===== src/hdl/ftp_passive_reply_parser_assert.svh =====
// ----------------------------------------------------------------------------
// ftp_passive_reply_parser_assert: assertion macros
// Clocked assertion shorthands shared by the parser RTL.
// ----------------------------------------------------------------------------
`ifndef FTP_PASSIVE_REPLY_PARSER_ASSERT_SVH
`define FTP_PASSIVE_REPLY_PARSER_ASSERT_SVH

// Same-cycle implication, disabled while reset is held.
`define FPRP_ASSERT_NOW(label, ante, cons, msg) \
  label: assert property (@(posedge clk) disable iff (!rst_n) (ante) |-> (cons)) \
    else $error(msg);

// Next-cycle implication, disabled while reset is held.
`define FPRP_ASSERT_NEXT(label, ante, cons, msg) \
  label: assert property (@(posedge clk) disable iff (!rst_n) (ante) |=> (cons)) \
    else $error(msg);

`endif


===== src/hdl/fprp_pkg.sv =====
// ----------------------------------------------------------------------------
// fprp_pkg: FTP passive reply parser package
// Character codes, parser phase codes, field geometry and shared types.
// ----------------------------------------------------------------------------
`timescale 1ns / 1ps

package fprp_pkg;

  localparam int FIELD_COUNT = 6;
  localparam int IDX_W       = 3;

  localparam logic [7:0] CH_LPAREN = 8'h28;
  localparam logic [7:0] CH_RPAREN = 8'h29;
  localparam logic [7:0] CH_COMMA  = 8'h2C;
  localparam logic [7:0] CH_SPACE  = 8'h20;
  localparam logic [7:0] CH_ZERO   = 8'h30;
  localparam logic [7:0] CH_NINE   = 8'h39;

  localparam logic PH_WAIT  = 1'b0;
  localparam logic PH_PARSE = 1'b1;

  localparam logic [IDX_W-1:0] IDX_PAST = IDX_W'(FIELD_COUNT);

  typedef struct packed {
    logic [7:0] value;
    logic       ovf;
  } acc_res_t;

endpackage


===== src/hdl/ftp_passive_reply_parser.sv =====
// ----------------------------------------------------------------------------
// ftp_passive_reply_parser: FTP passive-mode reply field parser
// Output path: out_valid rises when the ending byte moves from the input reg
//   into the result reg.
// Throughput: one byte per cycle; an ending byte stalls only while a result
//   waits with out_ready low.
// Reset: rst_n synchronous active low; clears parser state and stage valids.
// ----------------------------------------------------------------------------
`timescale 1ns / 1ps
`include "ftp_passive_reply_parser_assert.svh"

module ftp_passive_reply_parser
  import fprp_pkg::*;
(
  input  logic        clk,
  input  logic        rst_n,
  // byte input channel
  input  logic        in_valid,
  output logic        in_ready,
  input  logic [7:0]  in_rx_byte,
  input  logic        in_last_byte,
  // result channel
  output logic        out_valid,
  input  logic        out_ready,
  output logic [7:0]  out_addr_octet_a,
  output logic [7:0]  out_addr_octet_b,
  output logic [7:0]  out_addr_octet_c,
  output logic [7:0]  out_addr_octet_d,
  output logic [7:0]  out_port_high_byte,
  output logic [7:0]  out_port_low_byte,
  output logic [15:0] out_data_port,
  output logic        out_closed,
  output logic        out_overflow
);

  // --------------------------------------------------------------------------
  // Input register: one byte waits here while the parser state is updated.
  // --------------------------------------------------------------------------
  logic       s1_valid_r;
  logic [7:0] s1_byte_r;
  logic       s1_last_r;

  // parser state
  logic                 phase_r,   phase_nxt;
  logic [IDX_W-1:0]     comma_r,   comma_nxt;
  logic [7:0]           field_r    [FIELD_COUNT];
  logic [7:0]           field_nxt  [FIELD_COUNT];
  logic                 started_r, started_nxt;
  logic                 ended_r,   ended_nxt;
  logic                 ovf_r,     ovf_nxt;

  // result register
  logic       out_valid_r;
  logic [7:0] res_field_r [FIELD_COUNT];
  logic       res_closed_r;
  logic       res_ovf_r;

  logic       emit;
  logic       hit_close;
  logic       out_free;
  logic       s1_go;
  logic [7:0] upd_field [FIELD_COUNT];
  logic       upd_ovf;
  acc_res_t   acc;

  // Emit on ')' while parsing, or on the byte flagged last.
  assign hit_close = (phase_r == PH_PARSE) && (s1_byte_r == CH_RPAREN);
  assign emit      = hit_close || s1_last_r;

  // The result register frees up this cycle if it is empty or being drained.
  assign out_free  = !out_valid_r || out_ready;

  // Advance the held byte unless it must emit into a full result register.
  assign s1_go     = s1_valid_r && (!emit || out_free);
  assign in_ready  = !s1_valid_r || s1_go;

  // Digit accumulate for the current field; the index is guarded below.
  fprp_digit_acc u_acc (
    .cur_value (field_r[comma_r]),
    .digit     (s1_byte_r[3:0]),
    .res       (acc)
  );

  // --------------------------------------------------------------------------
  // Next-state logic for one byte.
  // --------------------------------------------------------------------------
  always_comb begin
    phase_nxt   = phase_r;
    comma_nxt   = comma_r;
    started_nxt = started_r;
    ended_nxt   = ended_r;
    upd_ovf     = ovf_r;
    for (int k = 0; k < FIELD_COUNT; k++) begin
      upd_field[k] = field_r[k];
    end

    if (phase_r == PH_WAIT) begin
      if (s1_byte_r == CH_LPAREN) begin
        phase_nxt = PH_PARSE;
      end
    end else if (!hit_close) begin
      if (s1_byte_r == CH_COMMA) begin
        // step to the next field; the ignored slot past the sixth is sticky
        if (comma_r < IDX_PAST) begin
          comma_nxt = comma_r + 1'b1;
        end
        started_nxt = 1'b0;
        ended_nxt   = 1'b0;
      end else if ((comma_r < IDX_PAST) && !ended_r) begin
        if ((s1_byte_r == CH_SPACE) && !started_r) begin
          // skip leading spaces
        end else if (s1_byte_r inside {[CH_ZERO:CH_NINE]}) begin
          upd_field[comma_r] = acc.value;
          upd_ovf            = ovf_r | acc.ovf;
          started_nxt        = 1'b1;
        end else begin
          // any other character stops the digits of this field
          ended_nxt = 1'b1;
        end
      end
    end

    // An emitting byte returns the parser to its reset state.
    if (emit) begin
      phase_nxt   = PH_WAIT;
      comma_nxt   = '0;
      started_nxt = 1'b0;
      ended_nxt   = 1'b0;
      ovf_nxt     = 1'b0;
      for (int k = 0; k < FIELD_COUNT; k++) begin
        field_nxt[k] = 8'h00;
      end
    end else begin
      ovf_nxt = upd_ovf;
      for (int k = 0; k < FIELD_COUNT; k++) begin
        field_nxt[k] = upd_field[k];
      end
    end
  end

  // --------------------------------------------------------------------------
  // Registers
  // --------------------------------------------------------------------------
  always_ff @(posedge clk) begin
    if (!rst_n) begin
      s1_valid_r <= 1'b0;
    end else if (in_ready) begin
      s1_valid_r <= in_valid;
    end
  end

  // payload of the input register: load on accept, hold otherwise
  always_ff @(posedge clk) begin
    if (in_valid && in_ready) begin
      s1_byte_r <= in_rx_byte;
      s1_last_r <= in_last_byte;
    end
  end

  always_ff @(posedge clk) begin
    if (!rst_n) begin
      phase_r   <= PH_WAIT;
      comma_r   <= '0;
      started_r <= 1'b0;
      ended_r   <= 1'b0;
      ovf_r     <= 1'b0;
      for (int k = 0; k < FIELD_COUNT; k++) begin
        field_r[k] <= 8'h00;
      end
    end else if (s1_go) begin
      phase_r   <= phase_nxt;
      comma_r   <= comma_nxt;
      started_r <= started_nxt;
      ended_r   <= ended_nxt;
      ovf_r     <= ovf_nxt;
      for (int k = 0; k < FIELD_COUNT; k++) begin
        field_r[k] <= field_nxt[k];
      end
    end
  end

  always_ff @(posedge clk) begin
    if (!rst_n) begin
      out_valid_r <= 1'b0;
    end else if (s1_go && emit) begin
      out_valid_r <= 1'b1;
    end else if (out_ready) begin
      out_valid_r <= 1'b0;
    end
  end

  // result payload: fields as they stand after this byte, before the clear
  always_ff @(posedge clk) begin
    if (s1_go && emit) begin
      for (int k = 0; k < FIELD_COUNT; k++) begin
        res_field_r[k] <= upd_field[k];
      end
      res_closed_r <= hit_close;
      res_ovf_r    <= upd_ovf;
    end
  end

  assign out_valid          = out_valid_r;
  assign out_addr_octet_a   = res_field_r[0];
  assign out_addr_octet_b   = res_field_r[1];
  assign out_addr_octet_c   = res_field_r[2];
  assign out_addr_octet_d   = res_field_r[3];
  assign out_port_high_byte = res_field_r[4];
  assign out_port_low_byte  = res_field_r[5];
  assign out_data_port      = {res_field_r[4], res_field_r[5]};
  assign out_closed         = res_closed_r;
  assign out_overflow       = res_ovf_r;

  // --------------------------------------------------------------------------
  // Assertions
  // --------------------------------------------------------------------------
  `FPRP_ASSERT_NEXT(a_emit_loads, s1_go && emit, out_valid_r, "emit did not load result")
  `FPRP_ASSERT_NEXT(a_emit_clears, s1_go && emit,
    (phase_r == PH_WAIT) && (comma_r == '0), "state not cleared after emit")
  `FPRP_ASSERT_NOW(a_wait_clean, phase_r == PH_WAIT,
    (comma_r == '0) && !ovf_r && !started_r, "dirty state while waiting")
  `FPRP_ASSERT_NEXT(a_hold_byte, s1_valid_r && !s1_go,
    s1_valid_r && $stable(s1_byte_r), "stalled byte lost")
  `FPRP_ASSERT_NOW(a_index_range, s1_valid_r, comma_r <= IDX_PAST, "field index out of range")

endmodule


===== src/hdl/fprp_digit_acc.sv =====
// ----------------------------------------------------------------------------
// fprp_digit_acc: decimal digit accumulator
// Computes value * 10 + digit, saturated at 255 with an overflow flag.
// ----------------------------------------------------------------------------
`timescale 1ns / 1ps

module fprp_digit_acc
  import fprp_pkg::*;
(
  input  logic [7:0] cur_value,
  input  logic [3:0] digit,
  output acc_res_t   res
);

  logic [11:0] sum;

  // times ten as shift-and-add
  assign sum = {1'b0, cur_value, 3'b000} + {3'b000, cur_value, 1'b0} + {8'h00, digit};

  always_comb begin
    if (sum > 12'd255) begin
      res.value = 8'hFF;
      res.ovf   = 1'b1;
    end else begin
      res.value = sum[7:0];
      res.ovf   = 1'b0;
    end
  end

endmodule

===== config.mk =====
export PLATFORM = sky130hd
export DESIGN_NAME = ftp_passive_reply_parser
export DESIGN_NICKNAME = d
export VERILOG_FILES = /design/src/hdl/fprp_pkg.sv /design/src/hdl/ftp_passive_reply_parser.sv /design/src/hdl/fprp_digit_acc.sv
export VERILOG_INCLUDE_DIRS = /design/src /design/src/hdl
export SDC_FILE = /design/constraint.sdc
export NUM_CORES = 1
export LEC_CHECK = 0
export BUFFER_PORTS_ARGS = -buffer_cell sky130_fd_sc_hd__clkbuf_2
export CAP_MARGIN = 0
export CORE_ASPECT_RATIO = 1.1
export CORE_MARGIN = 5
export CORE_UTILIZATION = 40
export CTS_CLUSTER_SIZE = 8
export DETAILED_ROUTE_END_ITERATION = 7
export PLACE_DENSITY_LB_ADDON = 0.2
export SYNTH_ARGS = -nofsm -noshare
export SYNTH_HDL_FRONTEND = slang
export SYNTH_SLANG_ARGS = --single-unit

===== constraint.sdc =====
create_clock -name clk -period 4.8 [get_ports clk]
set_input_delay 0.96 -clock clk [delete_from_list [all_inputs] [get_ports clk]]
set_output_delay 0.96 -clock clk [all_outputs]
set_load 0.005 [all_outputs]

# Yosys cells after proc, flatten, opt, wreduce, memory -nomap -nowiden
# Memories as Yosys holds them, arrays and structs flattened. A register that Yosys moved wholly into a read port is not among the register bits.
# Index checks and enable logic that the tools add are counted.
# word_totals
regBits	20
ramBits	96
output_inout_bits	68
word_cells	119
n_memories	2
# mem_list
memory	depth	width	read_ports	rd_ports_with_merged_regs	wr	line_no	text
field_r	6	8	7	1	6	ftp_passive_reply_parser.sv:46	logic [7:0] field_r [FIELD_COUNT];
res_field_r	6	8	6	0	6	ftp_passive_reply_parser.sv:54	logic [7:0] res_field_r [FIELD_COUNT];
# classes
n_addsub	3
magnitude_cmp	6
n_eq_ne	7
mux	56
bitwise_logic	8
n_reduce_logical	26
# op_table
cell	n
two-way mux 48 bit	7
two-way mux 8 bit	7
bitwise mux 48 bit	1
equality test 8 x 6 -> 1 bit (second input constant)	4
two-way mux 1 bit	32
demux 8 bit (select 3 bit)	1
two-way mux 3 bit	7
adder 11 x 9 -> 12 bit	1
adder 12 x 4 -> 12 bit	1
greater-than comparator 12 x 8 -> 1 bit (second input constant)	1
AND reduction 6 bit	2
two-way mux 9 bit	1
greater-or-equal comparator 8 x 6 -> 1 bit (second input constant)	1
less-or-equal comparator 8 x 6 -> 1 bit (second input constant)	1
logical AND 1 bit	8
nonzero test 2 bit	4
OR 1 bit	7
inequality test 3 bit (second input constant)	2
nonzero test 3 bit	2
logical NOT 1 bit	5
AND reduction 5 bit	1
greater-or-equal comparator 4 bit (second input constant)	1
logical OR 1 bit	4
less-than comparator 4 x 1 -> 1 bit (second input constant)	1
other kinds (4)	4

# Logic depth before layout (Yosys ltp)
# Gate-level depths: netlist (run 1).
# logic_depth
depth_word	14
ltp_mapped	16
mapped_depth_nobuf	14

# Hierarchy
# Synthesis (run 1) repeated with hierarchy kept, for this count alone.
# unflattened
cells_unflattened	423
hier_area_um2	5901.9
# by_module_without_submodules
mod	n_inst	cells_per_inst	area_per_inst_um2	seq_area_each_um2
ftp_passive_reply_parser	1	355	5292.6	3453.3
fprp_digit_acc	1	68	609.3	0.0

# Worst setup path after synthesis (run 1)
# OpenSTA, ideal clock, no wires.
# synth_timing
kind	register -> register
from	reg (tool-made name)
to	mem field_r[1][0], data pin
setup_ns	0.258
arrival_ns	4.273
required_time_ns	4.542
setup_slack_ns	0.269
stages_incl_launch_ff	16
period_less_slack_ns	4.531
path_cell_list	dfxtp_1 -> clkbuf_1 -> buf_1 -> mux4_2 -> nor2_1 -> a21oi_1 -> ha_1 -> ha_1 -> or2_2 -> a31oi_1 -> a211oi_1 -> a221oi_1 -> and2_1 -> buf_2 -> o21ai_4 -> o221a_2
# synth_rtl
item	line_no
end, declared	ftp_passive_reply_parser.sv:46

==> run_results.csv, run 1 <==
group,metric,value,unit
worst_setup_path,path_common_cell,"sky130_fd_sc_hd__a21oi_1",
cts,cts_inserted_buffers,17,
pwr,power.switching,0.0006577,W
worst_setup_path,reg2reg_depth,13,
place,place_area,0.006558,mm²
sta,maxSlewHeadroom,0.3481,
worst_setup_path,cp.arrival,4530,ps
cts,root_buffer,"sky130_fd_sc_hd__clkbuf_16",
logic_synthesis,synth-edff-count,107,
layout,fill_cells,1370,
cts,clock_tree_from_tritoncts,"done",
worst_setup_path,crit_fanout,15,
detailed_routing,detail_route.iter0.violations,450,
die,fp-row-count,47,
sta,report.final.hold_viol_count,0,
logic_synthesis,yosysMostFrequentCell,"sky130_fd_sc_hd__edfxtp_1",
pwr,p_total,0.002585,W
logic_synthesis,synth-async-reset-ratio,0,
pwr,worst_ir_drop_vdd,0.0001820,V
worst_setup_path,r2r_end,"res_field_r[1][6]",
logic_synthesis,post-synth-top-area-fraction,0.5319,
grt,global_route.usage.total,0.1725,
cts,clock_latency,420,ps
detailed_routing,drt_wl_total,14780,µm
worst_setup_path,library_cell_contributing_the_largest_single_delay_on_the_critical_path,"sky130_fd_sc_hd__a221oi_1",
worst_setup_path,crit_type,"reg2reg",
pwr,seq_power_share,0.468,
cts,cts_resized,0,
place,io_buffers,80,
layout,area.sequential,0.003453,mm²
run_status,outcome,"finished, final reports clean",
cts,postCtsHoldBufs,0,
grt,grt_start_max_net_pins,49,
layout,num_antenna_cells,0,
sta,worst-slew-pin-transition,970.4,ps
cts,cts.htree.levels,4,
cts,numClockSinks,119,
logic_synthesis,ys_ff_latch,119,
layout,multi_input_comb_area,0.002333,mm²
worst_setup_path,crit_path_cell_trace,"buf_12 > mux4_2 > nor2_1 > a21oi_1 > fa_1 > ha_1 > a21o_1 > nand4_1 > and2_1 > a221oi_1 > nand2_1 > a21boi_2 > a21oi_1",
die,die_w,127.2,µm
logic_synthesis,yosys-top-cells-count,"107 x sky130_fd_sc_hd__edfxtp_1, 46 x sky130_fd_sc_hd__nor2_1, 43 x sky130_fd_sc_hd__a21oi_1, 32 x sky130_fd_sc_hd__a211oi_1, 21 x sky130_fd_sc_hd__clkbuf_1",
detailed_routing,vias_per_cell,5.730,
logic_synthesis,synth.largest_area_cell,"sky130_fd_sc_hd__edfxtp_1",
die,die_height,138.9,µm
sta,final_max_slew_viol_count,0,
worst_setup_path,critical_path.startpoint_type,"flip-flop",
layout,final_area,0.007057,mm²
sta,period_share,0.9173,
detailed_routing,avgRoutedWirePerCell,19.76,µm
place,dpl.hpwl,10540,µm
worst_setup_path,critPathRequiredTime,4920,ps
die,core_region_area,0.01494,mm²
sta,timing.final.crit_period,4403,ps
logic_synthesis,synth_flop_cell,"sky130_fd_sc_hd__edfxtp_1",
pwr,comb_power_share,0.112,
logic_synthesis,synth.top_cells.by_area,"sky130_fd_sc_hd__edfxtp_1 53%, sky130_fd_sc_hd__dfxtp_1 4.0%, sky130_fd_sc_hd__a211oi_1 4.0%, sky130_fd_sc_hd__a21oi_1 3.6%, sky130_fd_sc_hd__o221a_2 3.5%",
layout,num-nets-final,570,
min_path,worstHoldPathType,"reg2reg",
pwr,part_of_the_total_power_dissipated_in_the_clock_network,0.420,
worst_setup_path,cp_slowest_stage_delay,580,ps
logic_synthesis,synth.distinct_cells,56,
pwr,p_sw_frac,0.2544,
sta,fmax,227.1,MHz
logic_synthesis,synth.yosys.seq_area_share,0.5717,
layout,share_of_cells_above_drive_strength_1,0.2989,
detailed_routing,route.detailed.drc,0,
logic_synthesis,ys_warn_count,0,
die,io_pins,81,
cts,cts.reportedPaths.clkPinSlew,50,ps
layout,layout-area-overhead-vs-synth,16.82,%
min_path,hold_end,"ovf_r",
grt,grt_overflow,0,
logic_synthesis,post_synthesis_cells,472,
sta,fin_tns_setup,0,ps
logic_synthesis,syn-num-nets,503,
detailed_routing,first_pass_iters,5,
worst_setup_path,cp.buffers_inverters,1,
cts,clk_path_buf_depth,2,
grt,vias_in_the_first_global_route,4205,
sta,hold-worst-slack,471.8,ps
logic_synthesis,synth_area,0.006041,mm²
die,die-area,0.01766,mm²
pwr,power_report.internal_total,0.001927,W
logic_synthesis,syn_area_per_cell,12.80,µm²
place,gpl.final_weighted_congestion,0.8407,
grt,grt_first_pass_wirelength,23690,µm
detailed_routing,antenna_violation_net_count_after_detailed_routing,0,
grt,antenna_found_initial,0,
sta,fin_skew,8.321,ps
min_path,min_delay_path_depth,1,
cts,cts_post_setup_buffers_inserted,0,
sta,setup_viol,0,
min_path,hp-start,"ovf_r",
run,timing.max_cap.violations,0,
detailed_routing,routed-via-count,4286,
pwr,powerDensity,366.3,mW/mm²
die,floorplan.initialDensity,0.4044,
worst_setup_path,cp_top_family,"compound AO/OA/AOI/OAI gates",
sta,grt_setup_unrepaired,"no",
worst_setup_path,setup.worst_path.end_class,"flip-flop",
pwr,power_leakage,2.586,nW
worst_setup_path,rrSetupSlack,400,ps
==> power by group through the flow <==
stage	Sequential (W)	Clock (W)	Combinational, W
detailed placement	0.00123	0	0.000287
finish	0.00121	0.00109	0.000290
floorplan	0.00122	0	0.000195
CTS	0.00121	0.00110	0.000290
global placement	0.00123	0	0.000288
global route	0.00121	0.00115	0.000317
==> per-layer routing <==
metal  vias to the layer above  track usage  wire length, µm  part of all wire
met3                        28      0.04237              984             0.067
met4                         0      0.06606              335             0.023
met5                         -            0                0                 0
met2                       182       0.2653             6874              0.46
met1                      2076       0.2360             6588              0.45
li1                       2000            -                -                 -
==> worst max-delay path by stage <==
stage / from / to / slack (ps) / depth (start not counted)
2_1_floorplan: flip-flop / field_r[1][0] / 270 / 15
3_3_place_gp: flip-flop / res_field_r[1][6] / 500 / 13
3_5_place_dp: flip-flop / res_field_r[1][6] / 450 / 13
4_1_cts: flip-flop / res_field_r[1][6] / 430 / 13
5_1_grt: flip-flop / res_field_r[2][5] / 120 / 13
6_report: flip-flop / res_field_r[1][6] / 400 / 13
==> layout make-up <==
type	count	area share
Tap cell	196	0.03475
Sequential cell	119	0.4894
Timing Repair Buffer	93	0.07234
Multi-Input combinational cell	304	0.3307
Clock inverter	12	0.008865
Inverter	4	0.002128
Clock buffer	20	0.06188
==> flip-flops by register name (all words and copies together), names as in the netlist, named ones only <==
register	flops
field_r	48
res_field_r	48
s1_byte_r	8
comma_r	3
ended_r	1
out_closed	1
out_overflow	1
out_valid	1
ovf_r	1
phase_r	1
s1_last_r	1
s1_valid_r	1
started_r	1
==> cells in the final DEF, fill, tap and decap left out, types with 3 or more instances in the layout <==
cell                        synthesis  layout
sky130_fd_sc_hd__a211oi_1          32      32
sky130_fd_sc_hd__a21boi_0           3       3
sky130_fd_sc_hd__a21boi_2           6       6
sky130_fd_sc_hd__a21o_1             3       3
sky130_fd_sc_hd__a21oi_1           43      43
sky130_fd_sc_hd__a31oi_1            3       3
sky130_fd_sc_hd__and2_1             5       5
sky130_fd_sc_hd__and3_1             7       7
sky130_fd_sc_hd__buf_4             16      12
sky130_fd_sc_hd__clkbuf_1          21       3
sky130_fd_sc_hd__clkbuf_16          0      17
sky130_fd_sc_hd__clkbuf_2           1      80
sky130_fd_sc_hd__clkinv_2           0       8
sky130_fd_sc_hd__dfxtp_1           12      12
sky130_fd_sc_hd__edfxtp_1         107     107
sky130_fd_sc_hd__ha_1              16      16
sky130_fd_sc_hd__inv_1              4       4
sky130_fd_sc_hd__mux2i_1            7       7
sky130_fd_sc_hd__mux4_2             8       8
sky130_fd_sc_hd__nand2_1           10       9
sky130_fd_sc_hd__nand2b_1           4       4
sky130_fd_sc_hd__nand3_1            4       4
sky130_fd_sc_hd__nor2_1            46      45
sky130_fd_sc_hd__nor2b_1            7       7
sky130_fd_sc_hd__nor3_1            10      10
sky130_fd_sc_hd__nor3b_1            3       3
sky130_fd_sc_hd__o21a_1             5       5
sky130_fd_sc_hd__o21ai_0            7       7
sky130_fd_sc_hd__o21ai_4            6       6
sky130_fd_sc_hd__o221a_2           19      19
sky130_fd_sc_hd__o22a_1            18      18
sky130_fd_sc_hd__xor2_1             3       3
==> through the flow <==
step	cells	util	setup slack [ps]
2_1_floorplan	472	-	269.2
3_3_place_gp	716	0.4390	498.8
3_5_place_dp	716	0.4390	446.3
4_1_cts	748	0.4724	434.9
5_1_grt	748	0.4724	119.1
6_report	748	0.4724	396.9
==> cell families after synthesis <==
| family | Yosys count | share of synthesized area |
|---|---|---|
| muxes | 17 | 0.04515 |
| DFF | 119 | 0.5717 |
| xor gates and xnor gates | 5 | 0.007251 |
| and+or+nand+nor | 108 | 0.08948 |
| adders and majority gates | 18 | 0.03977 |
| AOI/OAI and AO/OA | 156 | 0.2030 |
| buffers and inverters | 49 | 0.04370 |
No activity file was read; power rests on OpenSTA's default activity.
==> run 2, diff against run 1 <==
--- a/config.mk
+++ b/config.mk
@@ -8,7 +8,6 @@
 export LEC_CHECK = 0
 export BUFFER_PORTS_ARGS = -buffer_cell sky130_fd_sc_hd__clkbuf_2
 export CAP_MARGIN = 0
-export CORE_ASPECT_RATIO = 1.1
 export CORE_MARGIN = 5
 export CORE_UTILIZATION = 40
 export CTS_CLUSTER_SIZE = 8
==> run 2 against run 1 <==
Against the previous run: cell count is 1.2% lower; first-iteration DRC count fell by 21%; non-clock buffer count unchanged; clock power increased by 17%; clock-buffer cell count fell by 3; global-route usage increased by 0.44 points; worst setup slack worse by 16 ps; worst hold slack got worse by 6.6 ps; register-to-register slack lost 20 ps; largest power group is now the clock network; highest routed layer unchanged.
==> run_results.csv, run 2 (synthesized netlist as in run 1, its figures left out) <==
group,metric,value,unit
pwr,seq_power_share,0.439,
cts,cts_inserted_buffers,17,
pwr,comb_power_share,0.103,
cts,cts_resized,0,
die,die_w,132.9,µm
layout,final_area,0.007126,mm²
layout,num_antenna_cells,0,
layout,biggestRegsByFlops,"field_r: 48 flops, res_field_r: 48 flops, s1_byte_r: 8 flops",
worst_setup_path,critPathRequiredTime,4950,ps
sta,maxSlewHeadroom,0.1864,
grt,grt_first_pass_wirelength,23780,µm
place,gpl.final_weighted_congestion,0.8528,
place,io_buffers,80,
die,die-area,0.01766,mm²
sta,fmax,226.3,MHz
sta,timing.final.crit_period,4419,ps
layout,num-nets-final,570,
detailed_routing,antenna_violation_net_count_after_detailed_routing,0,
sta,fin_tns_setup,0,ps
grt,vias_in_the_first_global_route,4190,
sta,period_share,0.9206,
layout,layout.core_utilization,0.4740,
place,place_area,0.006540,mm²
layout,most-common-layout-cells,"107 x sky130_fd_sc_hd__edfxtp_1, 80 x sky130_fd_sc_hd__clkbuf_2, 45 x sky130_fd_sc_hd__nor2_1",
detailed_routing,detail_route.iter0.violations,355,
cts,clock_tree_from_tritoncts,"done",
detailed_routing,drt_wl_total,15200,µm
cts,cts.htree.levels,4,
pwr,power_report.internal_total,0.002089,W
die,io_pins,81,
layout,layout-area-overhead-vs-synth,17.96,%
die,core_region_area,0.01503,mm²
min_path,min_delay_path_depth,1,
cts,clock_latency,420,ps
grt,antenna_found_initial,0,
pwr,worst_ir_drop_vdd,0.0002723,V
detailed_routing,routed-via-count,4336,
pwr,power.switching,0.0006699,W
cts,cts_post_setup_buffers_inserted,0,
layout,share_of_cells_above_drive_strength_1,0.3049,
sta,hold-worst-slack,465.2,ps
detailed_routing,route.detailed.drc,0,
worst_setup_path,setup.worst_path.end_class,"flip-flop",
cts,clk_path_buf_depth,2,
worst_setup_path,r2r_end,"res_field_r[2][4]",
cts,numClockSinks,119,
pwr,powerDensity,387.1,mW/mm²
die,die_height,132.9,µm
min_path,worstHoldPathType,"reg2reg",
cts,postCtsHoldBufs,0,
worst_setup_path,reg2reg_depth,14,
sta,grt_setup_unrepaired,"no",
pwr,p_total,0.002759,W
pwr,part_of_the_total_power_dissipated_in_the_clock_network,0.459,
layout,final_common_cell,"sky130_fd_sc_hd__edfxtp_1",
worst_setup_path,cp.arrival,4570,ps
sta,setup_viol,0,
detailed_routing,first_pass_iters,5,
run,timing.max_cap.violations,0,
sta,worst-slew-pin-transition,1216,ps
detailed_routing,avgRoutedWirePerCell,20.57,µm
pwr,p_sw_frac,0.2428,
die,fp-row-count,45,
die,floorplan.initialDensity,0.4018,
cts,cts.reportedPaths.clkPinSlew,50,ps
worst_setup_path,crit_fanout,10,
detailed_routing,vias_per_cell,5.867,
run_status,outcome,"finished, final reports clean",
grt,grt_start_max_net_pins,49,
sta,final_max_slew_viol_count,0,
sta,report.final.hold_viol_count,0,
min_path,hold_end,"ovf_r",
worst_setup_path,crit_type,"reg2reg",
grt,grt_overflow,0,
pwr,power_leakage,2.611,nW
grt,global_route.usage.total,0.1769,
min_path,hp-start,"ovf_r",
place,dpl.hpwl,10570,µm
worst_setup_path,critical_path.startpoint_type,"flip-flop",
sta,fin_skew,9.330,ps
cts,root_buffer,"sky130_fd_sc_hd__clkbuf_16",
worst_setup_path,rrSetupSlack,380,ps
## run 2: power by group through the flow
stage	sequential [W]	combinational [W]	clock, W
after detailed placement	0.00123	0.000282	0
after CTS	0.00121	0.000283	0.00129
after global routing	0.00122	0.000310	0.00133
after global placement	0.00123	0.000278	0
final	0.00121	0.000284	0.00127
after floorplan	0.00122	0.000195	0
## run 2: worst max path at each step
stage / slack (ps) / endpoint / cells past startpoint
CTS: 360 / field_r[4][6] / 14
detailed placement: 380 / field_r[5][3] / 14
finish: 380 / res_field_r[2][4] / 14
global placement: 420 / res_field_r[2][3] / 14
global route: 120 / res_field_r[2][4] / 14
floorplan: 270 / field_r[1][0] / 15
## run 2: through the flow
stage	instances	setup WS (ps)
3_3_place_gp	708	416.7
2_1_floorplan	472	269.2
6_report	739	381.2
5_1_grt	739	118.2
3_5_place_dp	708	376.6
4_1_cts	739	364.1
## run 2: layer usage
metal | up-vias | global-route usage | wire length (µm)
li1 | 1996 | - | -
met2 | 183 | 0.2712 | 6950
met5 | - | 0 | 0
met4 | 0 | 0.06986 | 428
met3 | 33 | 0.05247 | 1131
met1 | 2124 | 0.2364 | 6693
## run 2: cell type report
| class | instances | area (µm²) |
|---|---|---|
| multi-input cells | 304 | 2338 |
| repair buffers | 93 | 498.0 |
| well taps | 188 | 235.2 |
| clock buffers | 17 | 425.4 |
| clock inverters | 14 | 160.2 |
| inverters | 4 | 15.01 |
| fillers | 1342 | 7908 |
| flip-flops and latches | 119 | 3453 |
## run 2: worst max-delay path, cell delays in order (launching register included)
cell	delay, ps
sky130_fd_sc_hd__dfxtp_1	590
sky130_fd_sc_hd__buf_4	330
sky130_fd_sc_hd__mux4_2	530
sky130_fd_sc_hd__nor2_1	90
sky130_fd_sc_hd__a21oi_1	80
sky130_fd_sc_hd__ha_1	230
sky130_fd_sc_hd__ha_1	350
sky130_fd_sc_hd__or2_2	330
sky130_fd_sc_hd__a31oi_1	230
sky130_fd_sc_hd__a211oi_1	110
sky130_fd_sc_hd__a221oi_1	230
sky130_fd_sc_hd__buf_4	190
sky130_fd_sc_hd__nand2_1	200
sky130_fd_sc_hd__a21boi_2	490
sky130_fd_sc_hd__a21oi_1	160
==> run 3, diff against run 2 <==
--- a/config.mk
+++ b/config.mk
@@ -13,6 +13,7 @@
 export CTS_CLUSTER_SIZE = 8
 export DETAILED_ROUTE_END_ITERATION = 7
 export PLACE_DENSITY_LB_ADDON = 0.2
+export RECOVER_POWER = 25
 export SYNTH_ARGS = -nofsm -noshare
 export SYNTH_HDL_FRONTEND = slang
 export SYNTH_SLANG_ARGS = --single-unit
==> run 3 against run 2 <==
Against the previous run: power about the same; routed wire length about the same; worst setup slack got worse by 2.0 ps; worst hold slack about the same; non-clock buffer count unchanged; critical path type unchanged; critical path depth unchanged; cell count unchanged.
==> run_results.csv, run 3 (synthesized netlist as in run 1, its figures left out) <==
group,metric,value,unit
run_status,outcome,"finished, final reports clean",
grt,grt_overflow,0,
cts,cts_resized,0,
die,die_height,132.9,µm
die,die-area,0.01766,mm²
sta,fin_tns_setup,0,ps
cts,numClockSinks,119,
detailed_routing,drt_wl_total,15210,µm
detailed_routing,route.detailed.drc,0,
detailed_routing,antenna_violation_net_count_after_detailed_routing,0,
min_path,min_delay_path_depth,1,
detailed_routing,avgRoutedWirePerCell,20.59,µm
layout,num-nets-final,570,
detailed_routing,first_pass_iters,5,
place,gpl.final_weighted_congestion,0.8528,
layout,fill_cells,1355,
layout,final_common_cell,"sky130_fd_sc_hd__edfxtp_1",
grt,grt_first_pass_wirelength,23780,µm
cts,root_buffer,"sky130_fd_sc_hd__clkbuf_16",
layout,share_of_cells_above_drive_strength_1,0.2595,
die,io_pins,81,
worst_setup_path,cp.arrival,4570,ps
detailed_routing,met3_length,1110,µm
sta,setup_viol,0,
cts,cts_post_setup_buffers_inserted,0,
worst_setup_path,crit_path_cell_trace,"buf_4 > mux4_2 > nor2_1 > a21oi_1 > ha_1 > ha_1 > or2_2 > a31oi_1 > a211oi_1 > a221oi_1 > buf_4 > nand2_1 > a21boi_2 > a211oi_1",
detailed_routing,met2_length,6878,µm
sta,final_max_slew_viol_count,0,
cts,clock_latency,420,ps
min_path,hp-start,"ovf_r",
min_path,worstHoldPathType,"reg2reg",
min_path,hold_end,"ovf_r",
pwr,powerDensity,388.6,mW/mm²
worst_setup_path,crit_fanout,10,
die,floorplan.initialDensity,0.4018,
detailed_routing,routed-via-count,4319,
worst_setup_path,critPathRequiredTime,4950,ps
cts,postCtsHoldBufs,0,
worst_setup_path,rrSetupSlack,380,ps
layout,finish.cell_count_without_fillers,739,
grt,grt_start_max_net_pins,49,
sta,maxSlewHeadroom,0.1780,
place,dpl.hpwl,10570,µm
worst_setup_path,r2r_end,"field_r[2][5]",
pwr,worst_ir_drop_vdd,0.0002729,V
sta,grt_setup_unrepaired,"no",
die,core_region_area,0.01503,mm²
worst_setup_path,library_cell_contributing_the_largest_single_delay_on_the_critical_path,"sky130_fd_sc_hd__dfxtp_1",
cts,cts.reportedPaths.clkPinSlew,50,ps
sta,timing.final.crit_period,4421,ps
worst_setup_path,critical_path.startpoint_type,"flip-flop",
grt,vias_in_the_first_global_route,4190,
cts,clock_tree_from_tritoncts,"done",
pwr,power_leakage,2.535,nW
die,die_w,132.9,µm
layout,most-common-layout-cells,"107 x sky130_fd_sc_hd__edfxtp_1, 55 x sky130_fd_sc_hd__clkbuf_2, 45 x sky130_fd_sc_hd__nor2_1",
sta,report.final.hold_viol_count,0,
worst_setup_path,crit_type,"reg2reg",
detailed_routing,vias_per_cell,5.844,
sta,fmax,226.2,MHz
sta,fin_skew,8.537,ps
sta,worst-slew-pin-transition,1229,ps
cts,clk_path_buf_depth,2,
die,fp-row-count,45,
layout,layout-area-overhead-vs-synth,17.44,%
layout,num_antenna_cells,0,
detailed_routing,highest_layer,"met4",
cts,cts_inserted_buffers,17,
layout,biggestRegsByFlops,"field_r: 48 flops, res_field_r: 48 flops, s1_byte_r: 8 flops",
detailed_routing,wl_met1,6771,µm
worst_setup_path,reg2reg_depth,14,
grt,antenna_found_initial,0,
cts,cts.htree.levels,4,
place,place_area,0.006540,mm²
detailed_routing,detail_route.iter0.violations,403,
worst_setup_path,cp_slowest_stage_delay,590,ps
layout,final_area,0.007094,mm²
place,dp.cells,708,
grt,global_route.usage.total,0.1769,
worst_setup_path,setup.worst_path.end_class,"flip-flop",
place,io_buffers,80,
sta,period_share,0.9210,
run,timing.max_cap.violations,0,
run 3: where the power goes:
group          switching, W  total [W]  internal (W)
registers         0.0000309    0.00121       0.00118
clock network      0.000460    0.00127      0.000805
logic              0.000179   0.000282      0.000103
run 3: stage by stage:
stage	setup slack, ps	hold WS [ps]	util	total power, W
after floorplan	269.2	442.2	-	0.001414
after global placement	416.7	453.0	0.4350	0.001507
after detailed placement	376.6	456.6	0.4350	0.001512
after CTS	364.1	469.4	0.4740	0.002784
after global routing	118.2	484.0	0.4719	0.002854
final	379.2	465.2	0.4719	0.002757
run 3: worst max-delay path by stage:
stage	from	end	slack [ps]	cells after the start
final	flip-flop	field_r[2][5]	380	14
after floorplan	flip-flop	field_r[1][0]	270	15
after global routing	flip-flop	res_field_r[2][4]	120	14
after detailed placement	flip-flop	field_r[5][3]	380	14
after CTS	flip-flop	field_r[4][6]	360	14
after global placement	flip-flop	res_field_r[2][3]	420	14
run 3: metal layers:
| metal | vias up | global-route usage |
|---|---|---|
| met4 | 0 | 0.06986 |
| li1 | 1996 | - |
| met3 | 31 | 0.05247 |
| met5 | - | 0 |
| met1 | 2127 | 0.2364 |
| met2 | 165 | 0.2712 |
run 3: worst max-delay path, delay by kind of cell (launching register included):
kind / cells / cell delay, ps
flops: 1 / 590
fa+ha+maj: 2 / 590
mux: 1 / 530
compound gates: 6 / 1280
simple gates: 3 / 620
buf+inv: 2 / 520
run 3: final cells by class:
type                            instances  area (µm²)  area share
Clock buffer                           17       425.4     0.05996
Clock inverter                         14       160.2     0.02258
Inverter                                4       15.01    0.002116
Multi-Input combinational cell        304        2338      0.3296
Sequential cell                       119        3453      0.4868
Tap cell                              188       235.2     0.03316
Timing Repair Buffer                   93       466.7     0.06578
